$ cat config.mk
export PLATFORM = sky130hd
export DESIGN_NAME = hcs_mod
export DESIGN_NICKNAME = d
export VERILOG_FILES = /design/src/design/hcs_pkg.sv /design/src/design/hcs_mod.sv
export SDC_FILE = /design/constraint.sdc
export NUM_CORES = 1
export LEC_CHECK = 0
export BUFFER_PORTS_ARGS = -buffer_cell sky130_fd_sc_hd__buf_2
export CORE_ASPECT_RATIO = 1.25
export CORE_MARGIN = 2
export CORE_UTILIZATION = 30
export CTS_CLUSTER_DIAMETER = 100
export DETAILED_ROUTE_END_ITERATION = 6
export PLACE_DENSITY = 0.52
export REMOVE_ABC_BUFFERS = 1
export SETUP_SLACK_MARGIN = 0.4
export SYNTH_ARGS = -nofsm -noshare
export SYNTH_HDL_FRONTEND = slang
export SYNTH_SLANG_ARGS = --single-unit
export TNS_END_PERCENT = 50
$ cat constraint.sdc
create_clock -name clk -period 4.3 [get_ports clk]
set_input_delay 0.645 -clock clk [delete_from_list [all_inputs] [get_ports clk]]
set_output_delay 0.645 -clock clk [all_outputs]
set_load 0.02 [all_outputs]
$ cat src/design/hcs_pkg.sv
// Shared types and constants for the chained hash set core.
// No dependencies; used by every module of the block but hcs_heads.
package hcs_pkg;

  localparam int KEY_W    = 31;
  localparam int BUCKET_W = 10;
  localparam int TSIZE_W  = 11;
  localparam int CFG_W    = 11;

  localparam logic OP_INSERT = 1'b0;
  localparam logic OP_LOOKUP = 1'b1;

  localparam logic [CFG_W-1:0] RESET_SIZE = 11'd4;

  typedef struct packed {
    logic             op;
    logic [KEY_W-1:0] key;
  } in_t;

  typedef struct packed {
    logic                found;
    logic [BUCKET_W-1:0] bucket;
    logic [TSIZE_W-1:0]  table_size;
    logic                resized;
    logic                dropped;
  } out_t;

endpackage

$ cat src/design/hcs_mod.sv
// Iterative remainder unit: key mod size, one quotient bit per cycle.
// Depends on hcs_pkg for the key width.
module hcs_mod #(
  parameter int SW = 11
) (
  input  logic                     clk,
  input  logic                     rst,
  input  logic                     start,
  input  logic [hcs_pkg::KEY_W-1:0] dividend,
  input  logic [SW-1:0]            divisor,
  output logic                     done,
  output logic [SW-1:0]            rem
);

  localparam int CNT_W = $clog2(hcs_pkg::KEY_W);

  logic                      busy;
  logic [CNT_W-1:0]          cnt;
  logic [hcs_pkg::KEY_W-1:0] dvd;
  logic [SW-1:0]             dsr;
  logic [SW:0]               trial;
  logic                      fits;

  assign trial = {rem, dvd[hcs_pkg::KEY_W-1]};
  assign fits  = trial >= {1'b0, dsr};

  always_ff @(posedge clk) begin
    if (rst) begin
      busy <= 1'b0;
      done <= 1'b0;
      cnt  <= '0;
    end else begin
      done <= 1'b0;
      if (start) begin
        busy <= 1'b1;
        cnt  <= CNT_W'(hcs_pkg::KEY_W - 1);
        dvd  <= dividend;
        dsr  <= divisor;
        rem  <= '0;
      end else if (busy) begin
        // Restoring step; the remainder always stays below the divisor.
        rem <= fits ? SW'(trial - {1'b0, dsr}) : trial[SW-1:0];
        dvd <= {dvd[hcs_pkg::KEY_W-2:0], 1'b0};
        cnt <= cnt - 1'b1;
        if (cnt == '0) begin
          busy <= 1'b0;
          done <= 1'b1;
        end
      end
    end
  end

endmodule

==> results of run 1 <==
power by group through the flow:
| stage | clock network [mW] | logic, mW | registers, mW |
|---|---|---|---|
| after floorplan | 0 | 0.193 | 0.738 |
| after global placement | 0 | 0.295 | 0.728 |
| after detailed placement | 0 | 0.298 | 0.728 |
| after CTS | 0.687 | 0.300 | 0.717 |
| after global routing | 0.713 | 0.334 | 0.721 |
| final | 0.667 | 0.294 | 0.716 |
state kept, by name, indices dropped and copies added, names as in the netlist:
register  flops
busy          1
rem          11
dvd          31
dsr          11
cnt           5
done          1
logic make-up after synthesis:
group                      share of synthesized area
AOI/OAI and AO/OA                             0.0882
xor gates and xnor gates                      0.0236
adders and majority gates                     0.0574
buffers and inverters                         0.0316
DFF                                            0.584
muxes                                          0.117
and+or+nand+nor                               0.0983
final timing paths:
check	end	depth (start not counted)	slack (ps)	from
worst max register to register	rem[2]	10	1630	dvd[30]
worst min-delay path	dsr[9]	1	490	divisor[9]
worst max-delay path	rem[2]	10	1630	dvd[30]
worst min register to register	done	1	490	cnt[4]
through the flow:
stage	cells	setup WS [ps]	hold slack [ps]	power (mW)
after floorplan	231	1400	439	0.931
after global placement	417	1540	482	1.02
after detailed placement	417	1510	496	1.03
after CTS	433	1610	480	1.70
after global routing	433	1470	478	1.77
final	433	1630	489	1.68
layout make-up:
cell class | count | area, um2
clock buffers | 14 | 274
clock inverters | 2 | 8.76
fillers | 961 | 5920
well taps | 126 | 158
flip-flops and latches | 60 | 1730
inverters | 16 | 60.1
repair buffers | 60 | 310
multi-input cells | 155 | 1150
placed cells by master (no fill, tap or decap), types with 2 or more instances in the layout:
cell type,instances
o21a_1,5
nand3b_1,2
nand2b_1,2
nand2_1,14
edfxtp_1,53
clkbuf_8,3
xnor2_1,5
mux2_2,30
nand3_1,2
or3_1,3
clkbuf_16,9
clkbuf_1,2
a211oi_1,3
nor2_1,25
buf_4,4
nor3_1,5
nor2b_1,2
and3_1,2
buf_2,56
a21oi_1,14
inv_1,16
dfxtp_1,7
xor2_1,3
o21ai_0,6
ha_1,12
critical path, delay by kind of cell (launching register included):
family | cells | cell delay (ps)
DFF | 1 | 340
AOI/OAI and AO/OA | 3 | 740
muxes | 1 | 190
and+or+nand+nor | 2 | 260
buffers and inverters | 2 | 280
adders and majority gates | 2 | 610
per-layer routing:
metal  up-vias  track usage  wire, um
met3         6       0.0478       382
met1       898        0.124      2360
li1       1002            -         -
met4         0       0.0627        81
met2        46        0.193      2810
met5         -            0         0
==> results.ini, run 1 <==
[run_status]
outcome = finished clean

[synth]
yosysUniqueCellTypes = 41
syn_area_per_cell_um2 = 12.4
yosysWarnings = 0
async_flop_share = 0
ys_seq_elements = 60
synth_most_common_cell = edfxtp_1
synth_enable_flop_cells = 53
syn-cell-area_mm2 = 0.00297
yosys.area.top_type = edfxtp_1
synth-seq-area-share = 0.584
synthTopCellsByCount = edfxtp_1 (53), mux2_2 (30), nor2_1 (26)
netlist.area_leader.share = 0.536
syn-instance-count = 239
synth_area_leaders = edfxtp_1 (54%), mux2_2 (11%), ha_1 (5.1%)
yosys_most_used_dff = edfxtp_1

[die]
die_h_um = 115
ios = 57
start_util = 0.309
rows = 40
die_w_um = 92.9
die_area_mm2 = 0.0107
core_area_mm2 = 0.00961

[global_routing]
grt_pass1_vias = 2012
grt_overflow = 0
grtUsageTotal = 0.115
antenna_found_initial = 0
grt_max_degree = 32
grt_pass1_wl_um = 9310

[placement]
place.gp.congestion = 0.754
portBuffers = 56
place_hpwl_um = 4130
placed_cell_area_mm2 = 0.00341

[critical_path]
cp_slowest_cell = fa_1
path_cells = inv_1, ha_1, fa_1, nand2b_2, a21oi_2, o2111ai_1, a21oi_1, buf_4, mux2i_1, nor2_1
slowest_delay_ps = 400
start_kind = flip-flop
critical_path_class = flip-flop to flip-flop
crit_arrival_ps = 2740
crit_fanout = 8
endpoint_kind = flip-flop
required_ps = 4370

[power_and_ir_drop]
p_leak_nw = 1.49
p_seq_frac = 0.427
powerDensity_mw_per_mm2 = 455
p_int_mw = 1.26
power.net_switching_mw = 0.418
p_comb_frac = 0.175
p_sw_frac = 0.249
p_clk_frac = 0.398
vdd_drop_max_mv = 0.310

[clocking]
cts.repair.resized = 0
insertion_delay_ps = 330
ctsHtreeMaxLevel = 3
cts_tree = done
clockBufferDepth = 2
cts_hold_buf = 0
clock_sinks = 60
clk_pin_slew_worst_paths_ps = 60
cts_root_buffer = clkbuf_16
cts_buffers = 9
cts_setup_buffers = 0

[worst_hold_path]
hold_path_class = input pin to flip-flop

[sta]
setup_viol = 0
final.setup_skew_ps = 10.7
finalCritPeriodShare = 0.622
slew_headroom = 0.411
grt_setup_unrepaired = no
max_freq_mhz = 374
min_period_ps = 2670
worst-slew-pin-transition_ps = 881
tns_ps = 0
slew_viol_final = 0
finalHoldViolations = 0

[flow_run]
maxCapViolCount = 0

[detailed_routing]
drtAntennaViolNets = 0
num_vias = 1952
drc = 0
firstDrtPassIters = 4
routedWlPerCell_um = 13.0
via_per_inst = 4.51
wl_um = 5630
drt_iter0_markers = 108

[finish]
drive_gt1_frac = 0.349
antenna_cells = 0
design_area_mm2 = 0.00369
area_growth_pct = 24.4
final_util = 0.384
fin_nets = 360

Power figures use the tool's default switching activity.
==> run 2, diff against run 1 <==
clock period = 2.7 ns   (was 4.3 ns; I/O delays follow)
==> run 2 against run 1 <==
Compared with the run above: via count is 6.0% higher; first-iteration DRC count is 0.93% lower; register-to-register slack lost 1200 ps; maximum frequency rose by 17%.
==> results.ini, run 2 (synthesis results as in run 1) <==
[power_and_ir_drop]
p_comb_frac = 0.204  ; +0.029
p_leak_nw = 1.54  ; +3.4%
powerDensity_mw_per_mm2 = 709  ; +56%
vdd_drop_max_mv = 0.442  ; +43%
finalPower_mw = 2.71  ; +61%
p_clk_frac = 0.374  ; -0.024
p_sw_frac = 0.261  ; +0.0119
p_seq_frac = 0.422  ; -0.005
p_int_mw = 2.00  ; +59%
power.net_switching_mw = 0.707  ; +69%

[placement]
place.gp.congestion = 0.859  ; +14%
portBuffers = 56  ; unchanged
dp.cells = 418  ; +0.24%
placed_cell_area_mm2 = 0.00343  ; +0.59%
place_hpwl_um = 4160  ; +0.68%

[critical_path]
start_kind = flip-flop
crit_buf_inv = 2  ; unchanged
r2r-start = dvd[30]
worstRegToRegCells = 10  ; unchanged
endpoint_kind = flip-flop
r2r-end = rem[2]
crit_arrival_ps = 2340  ; -400 ps
rrSetupSlack_ps = 420  ; -1200 ps
cp_top_family = compound AO/OA/AOI/OAI gates
required_ps = 2770  ; -1600 ps
critical_path_class = flip-flop to flip-flop
slowest_delay_ps = 340  ; -60 ps
cp_slowest_cell = edfxtp_1
path_cells = inv_1, ha_2, fa_2, nand2b_4, a21oi_4, o2111ai_4, a21oi_4, buf_6, mux2i_1, nor2_1
cp_common_cell = a21oi_4
crit_fanout = 6  ; -2

[global_routing]
grt_pass1_wl_um = 9690  ; +4.1%
antenna_found_initial = 0  ; unchanged
grtUsageTotal = 0.118  ; +0.00301
grt_overflow = 0  ; unchanged
grt_max_degree = 40  ; +25%
grt_pass1_vias = 2139  ; +6.3%

[sta]
max_freq_mhz = 439  ; +17%
tns_ps = 0  ; unchanged
finalCritPeriodShare = 0.843  ; +0.222
worst-slew-pin-transition_ps = 546  ; -335 ps
grt_setup_unrepaired = yes
min_period_ps = 2280  ; -396 ps
slew_headroom = 0.633  ; +0.222
slew_viol_final = 0  ; unchanged
hold_slack_ps = 261  ; -228 ps
setup_viol = 0  ; unchanged
finalHoldViolations = 0  ; unchanged
final.setup_skew_ps = 4.92  ; -5.77 ps

[clocking]
cts_tree = done
ctsHtreeMaxLevel = 3  ; unchanged
insertion_delay_ps = 320  ; about the same
clk_pin_slew_worst_paths_ps = 50  ; about the same
cts_buffers = 9  ; unchanged
cts_root_buffer = clkbuf_16
cts_hold_buf = 0  ; unchanged
clock_sinks = 60  ; unchanged
clockBufferDepth = 2  ; unchanged

[detailed_routing]
routedWlPerCell_um = 13.5  ; +4.1%
drt_iter0_markers = 107  ; -0.93%
drtAntennaViolNets = 0  ; unchanged
firstDrtPassIters = 4  ; unchanged
drc = 0  ; unchanged
wl_um = 5970  ; +6.1%
via_per_inst = 4.69  ; +4.1%
num_vias = 2070  ; +6.0%

[die]
start_util = 0.309  ; unchanged
rows = 40  ; unchanged
die_area_mm2 = 0.0107  ; unchanged
die_w_um = 92.9  ; unchanged
core_area_mm2 = 0.00961  ; unchanged
ios = 57  ; unchanged
die_h_um = 115  ; unchanged

[finish]
design_area_mm2 = 0.00382  ; +3.5%
largest_reg_flops = 31  ; unchanged
largest_register = dvd
top_regs = dvd (31), dsr (11), rem (11)
antenna_cells = 0  ; unchanged
fin_nets = 368  ; +2.2%
final_cell_mix = buf_2 (56), edfxtp_1 (53), mux2_2 (30)
final_cells = 441  ; +1.8%
area_growth_pct = 28.8
drive_gt1_frac = 0.394  ; +0.0451
layout_commonest_cell = buf_2

[worst_hold_path]
hold_start = divisor[4]
min_path_cells = 1  ; unchanged
whs_endpoint = dsr[4]
hold_path_class = input pin to flip-flop

[run_status]
outcome = finished clean

[flow_run]
maxCapViolCount = 0  ; unchanged

## run 2: changes by cell type in the layout (fill, tap and decap cells not counted), sizes merged
cell and delta:
clkbuf -1, clkinv +1, buf +8
## run 2: worst register-to-register path: cells and delay by family (launching register included)
kind / cells / cell delay [ps]
simple gates: 2 / 220
mux: 1 / 190
compound gates: 3 / 540
buf+inv: 2 / 200
flops: 1 / 340
fa+ha+maj: 2 / 530
## run 2: through the flow
stage | setup slack [ps] | util
6_report | 423 | 0.398
3_3_place_gp | 253 | 0.357
5_1_grt | 320 | 0.398
2_1_floorplan | 11.8 | -
4_1_cts | 361 | 0.390
3_5_place_dp | 192 | 0.357
## run 2: timing repair
item,4_1_cts,5_1_grt
gates cloned,1,0
buffers inserted,3,3
resized for setup,7,10
setup endpoints to repair,11,11
pin swaps,7,5
## run 2: per-layer routing
metal / track usage / vias to the layer above / wire, um
met3: 0.0413 / 13 / 376
met4: 0.0706 / 0 / 129
met2: 0.204 / 63 / 3120
met1: 0.124 / 975 / 2340
li1: - / 1019 / -
met5: 0 / - / 0
## run 2: power groups by stage
stage                     sequential [mW]  combinational, mW  clock (mW)
after floorplan                      1.18              0.307           0
after global placement               1.16              0.474           0
after detailed placement             1.16              0.478           0
after CTS                            1.14              0.516        1.05
after global routing                 1.15              0.618        1.08
final                                1.14              0.552        1.01
## run 2: worst max-delay path by stage
stage,startpoint,to,slack [ps],cells past startpoint
global route,dvd[30],rem[2],320,10
finish,dvd[30],rem[2],420,10
global placement,dvd[30],rem[4],250,9
detailed placement,dvd[30],rem[4],190,9
floorplan,rem[0],rem[10],10,8
CTS,dvd[30],rem[2],360,10
## run 2: final cells by class
| class | instances | area [um2] |
|---|---|---|
| well taps | 126 | 158 |
| fillers | 950 | 5790 |
| repair buffers | 68 | 387 |
| inverters | 16 | 60.1 |
| clock inverters | 3 | 15.0 |
| flip-flops and latches | 60 | 1730 |
| multi-input cells | 155 | 1220 |
| clock buffers | 13 | 250 |
==> run 3, diff against run 2 <==
ABC_AREA = 1   (was unset)
PLACE_DENSITY = 0.53   (was 0.52)
clock period = 2.08 ns   (was 2.7 ns; I/O delays follow)
==> run 3 against run 2 <==
Compared with the run above: synthesized cell count increased by 64%; non-clock buffer count is 18 higher; clock skew is 4.1 ps higher; final cell count grew 40%; sequential power grew 29%; sequential cell count unchanged; critical path depth up 2; core utilization grew 0.11 points; critical path type unchanged; largest cell class unchanged; highest routed layer unchanged.
==> results.ini, run 3 <==
[run_status]
outcome = finished clean

[finish]
final_util = 0.399  ; +0.00111
area_growth_pct = 30.8
num-fill-cells = 1166  ; +23%
largest_reg_flops = 31  ; unchanged
antenna_cells = 0  ; unchanged
seqCellArea_mm2 = 0.00173  ; unchanged
fin_nets = 537  ; +46%
multi_input_area_mm2 = 0.00145  ; +19%
largest_register = dvd
top_regs = dvd (31), dsr (11), rem (11)
drive_gt1_frac = 0.320  ; -0.0734
final_cell_mix = nand2_1 (148), buf_2 (56), inv_1 (53), edfxtp_1 (53), buf_4 (28)
layout_commonest_cell = nand2_1
final_cells = 619  ; +40%

[critical_path]
critical_path_class = flip-flop to flip-flop
startpoint = dsr[0]
r2r-end = rem[9]
crit_fanout = 8  ; +2
endpoint_kind = flip-flop
r2r-start = dsr[0]
worstRegToRegCells = 12  ; +2
required_ps = 2170  ; -600 ps
crit_arrival_ps = 2020  ; -320 ps
start_kind = flip-flop
cp-endpoint = rem[9]
rrSetupSlack_ps = 150  ; -280 ps

[clocking]
cts_buffers = 9  ; unchanged
cts_hold_buf = 0  ; unchanged
cts_root_buffer = clkbuf_16
ctsHtreeMaxLevel = 3  ; unchanged
insertion_delay_ps = 330  ; about the same
clockBufferDepth = 2  ; unchanged
clk_pin_slew_worst_paths_ps = 50  ; about the same
clock_sinks = 60  ; unchanged
cts_tree = done

[synth]
yosys.area_share.simple = 0.315  ; +0.216
syn_area_per_cell_um2 = 8.56  ; -31%
synth_xor_area_frac = 0.00785  ; -0.0158
synth_enable_flop_cells = 53  ; unchanged
yosys.area.top_type = edfxtp_1
netlist.area_leader.share = 0.476  ; -0.0608
synthMuxAreaShare = 0  ; -0.117
yosysUniqueCellTypes = 32  ; -22%
async_flop_share = 0  ; unchanged
synthTopCellsByCount = nand2_1 (150), inv_1 (54), edfxtp_1 (53)
ys_seq_elements = 60  ; unchanged
synth_top_family_by_area = simple AND/OR/NAND/NOR gates
synth_most_common_cell = nand2_1
yosysWarnings = 0  ; unchanged
syn-instance-count = 391  ; +64%
syn-cell-area_mm2 = 0.00335  ; +13%
synthAdderAreaFrac = 0.0509  ; -0.00650
synth_area_leaders = edfxtp_1 (48%), nand2_1 (17%), inv_1 (6.1%)
synth-compound-area-share = 0.0206  ; -0.0676
yosys_most_used_dff = edfxtp_1
synth-seq-area-share = 0.518  ; -0.0661

[placement]
portBuffers = 56  ; unchanged
dp.cells = 593  ; +42%
place.gp.congestion = 0.848  ; -1.2%
place_hpwl_um = 5150  ; +24%
place_ws_ps = -27.1  ; -219 ps

[die]
ios = 57  ; unchanged
die_w_um = 98.5  ; +5.9%
rows = 43  ; +7.5%
start_util = 0.305  ; -0.00389
die_area_mm2 = 0.0120  ; +12%
die_h_um = 122  ; +6.0%
core_area_mm2 = 0.0110  ; +14%

[flow_run]
maxCapViolCount = 0  ; unchanged

[detailed_routing]
firstDrtPassIters = 4  ; unchanged
drt_iter0_markers = 53  ; -50%
drtAntennaViolNets = 0  ; unchanged
routedWlPerCell_um = 11.6  ; -14%
drc = 0  ; unchanged
wl_um = 7200  ; +21%
via_per_inst = 4.31  ; -8.1%
num_vias = 2670  ; +29%

[power_and_ir_drop]
powerDensity_mw_per_mm2 = 852  ; +20%
vdd_drop_max_mv = 0.473  ; +7.0%
p_leak_nw = 2.16  ; +40%
finalPower_mw = 3.73  ; +38%

[worst_hold_path]
hold_path_class = input pin to flip-flop
hold_start = divisor[8]

[global_routing]
antenna_found_initial = 0  ; unchanged
grtUsageTotal = 0.127  ; +0.00850
grt_pass1_wl_um = 12000  ; +24%
grt_max_degree = 36  ; -10%
grt_pass1_vias = 2674  ; +25%
grt_overflow = 0  ; unchanged

[sta]
worst-slew-pin-transition_ps = 391  ; -155 ps
grt_setup_unrepaired = yes
finalCritPeriodShare = 0.930  ; +0.0866
min_period_ps = 1930  ; -343 ps
final.setup_skew_ps = 8.98  ; +4.05 ps
slew_headroom = 0.739  ; +0.107
finalHoldViolations = 0  ; unchanged
max_freq_mhz = 517  ; +18%
fin_ws_ps = 146  ; -277 ps
setup_viol = 0  ; unchanged
slew_viol_final = 0  ; unchanged

[run 3: worst min-delay path by stage]
| stage | to | slack, ps | cells past startpoint |
|---|---|---|---|
| after global routing | dsr[8] | 150 | 1 |
| after floorplan | cnt[4] | 380 | 1 |
| final | dsr[8] | 160 | 1 |
| after global placement | busy | 470 | 2 |
| after CTS | dsr[8] | 150 | 1 |
| after detailed placement | busy | 470 | 2 |
[run 3: through the flow]
stage,hold slack (ps),area [um2],setup TNS [ps]
finish,159,4380,0
global route,152,4380,0
CTS,145,4250,0
detailed placement,474,3890,-104
global placement,468,3890,0
floorplan,381,3280,-26100
[run 3: power by group]
part / switching, mW / internal [mW]
registers: 0.0395 / 1.43
logic: 0.475 / 0.342
clock network: 0.524 / 0.920
total: 1.04 / 2.69
[run 3: worst max-delay path, cell delays in order (launching register included)]
cell,delay (ps)
edfxtp_1,410
ha_4,190
fa_2,350
inv_2,90
nand2_4,50
nand2_4,70
nand2_4,50
nand2_4,60
nand2_4,80
nand3_4,140
nand2_1,70
nor2_1,90
nor2_1,40
[run 3: what timing repair did]
action,in CTS,in global routing
hold endpoints to repair,0,0
pin swaps,2,2
endpoints found under the setup margin,11,11
cloned,1,0
setup buffers,4,5
resized for setup,7,14
[run 3: per-layer routing]
layer | GRT usage | part of all wire | vias to the layer above
met1 | 0.141 | 0.43 | 1209
li1 | - | - | 1408
met2 | 0.225 | 0.51 | 42
met5 | 0 | 0 | -
met4 | 0.0608 | 0.018 | 0
met3 | 0.0333 | 0.042 | 11
[run 3: area by class of cell]
cell class,instances,area share
clock buffers,11,0.0532
clock inverters,5,0.0120
inverters,61,0.0526
multi-input cells,261,0.331
flip-flops and latches,60,0.396
well taps,135,0.0386
repair buffers,86,0.117
[run 3: cells by family (layout without fill, tap and decap cells)]
logic type	Yosys count	after routing
AND/OR/NAND/NOR	233	234
buffers and inverters	71	163
flip-flops	60	60
adder cells (fa/ha/maj)	13	13
AO/OA/AOI/OAI	11	11
XOR/XNOR	3	3
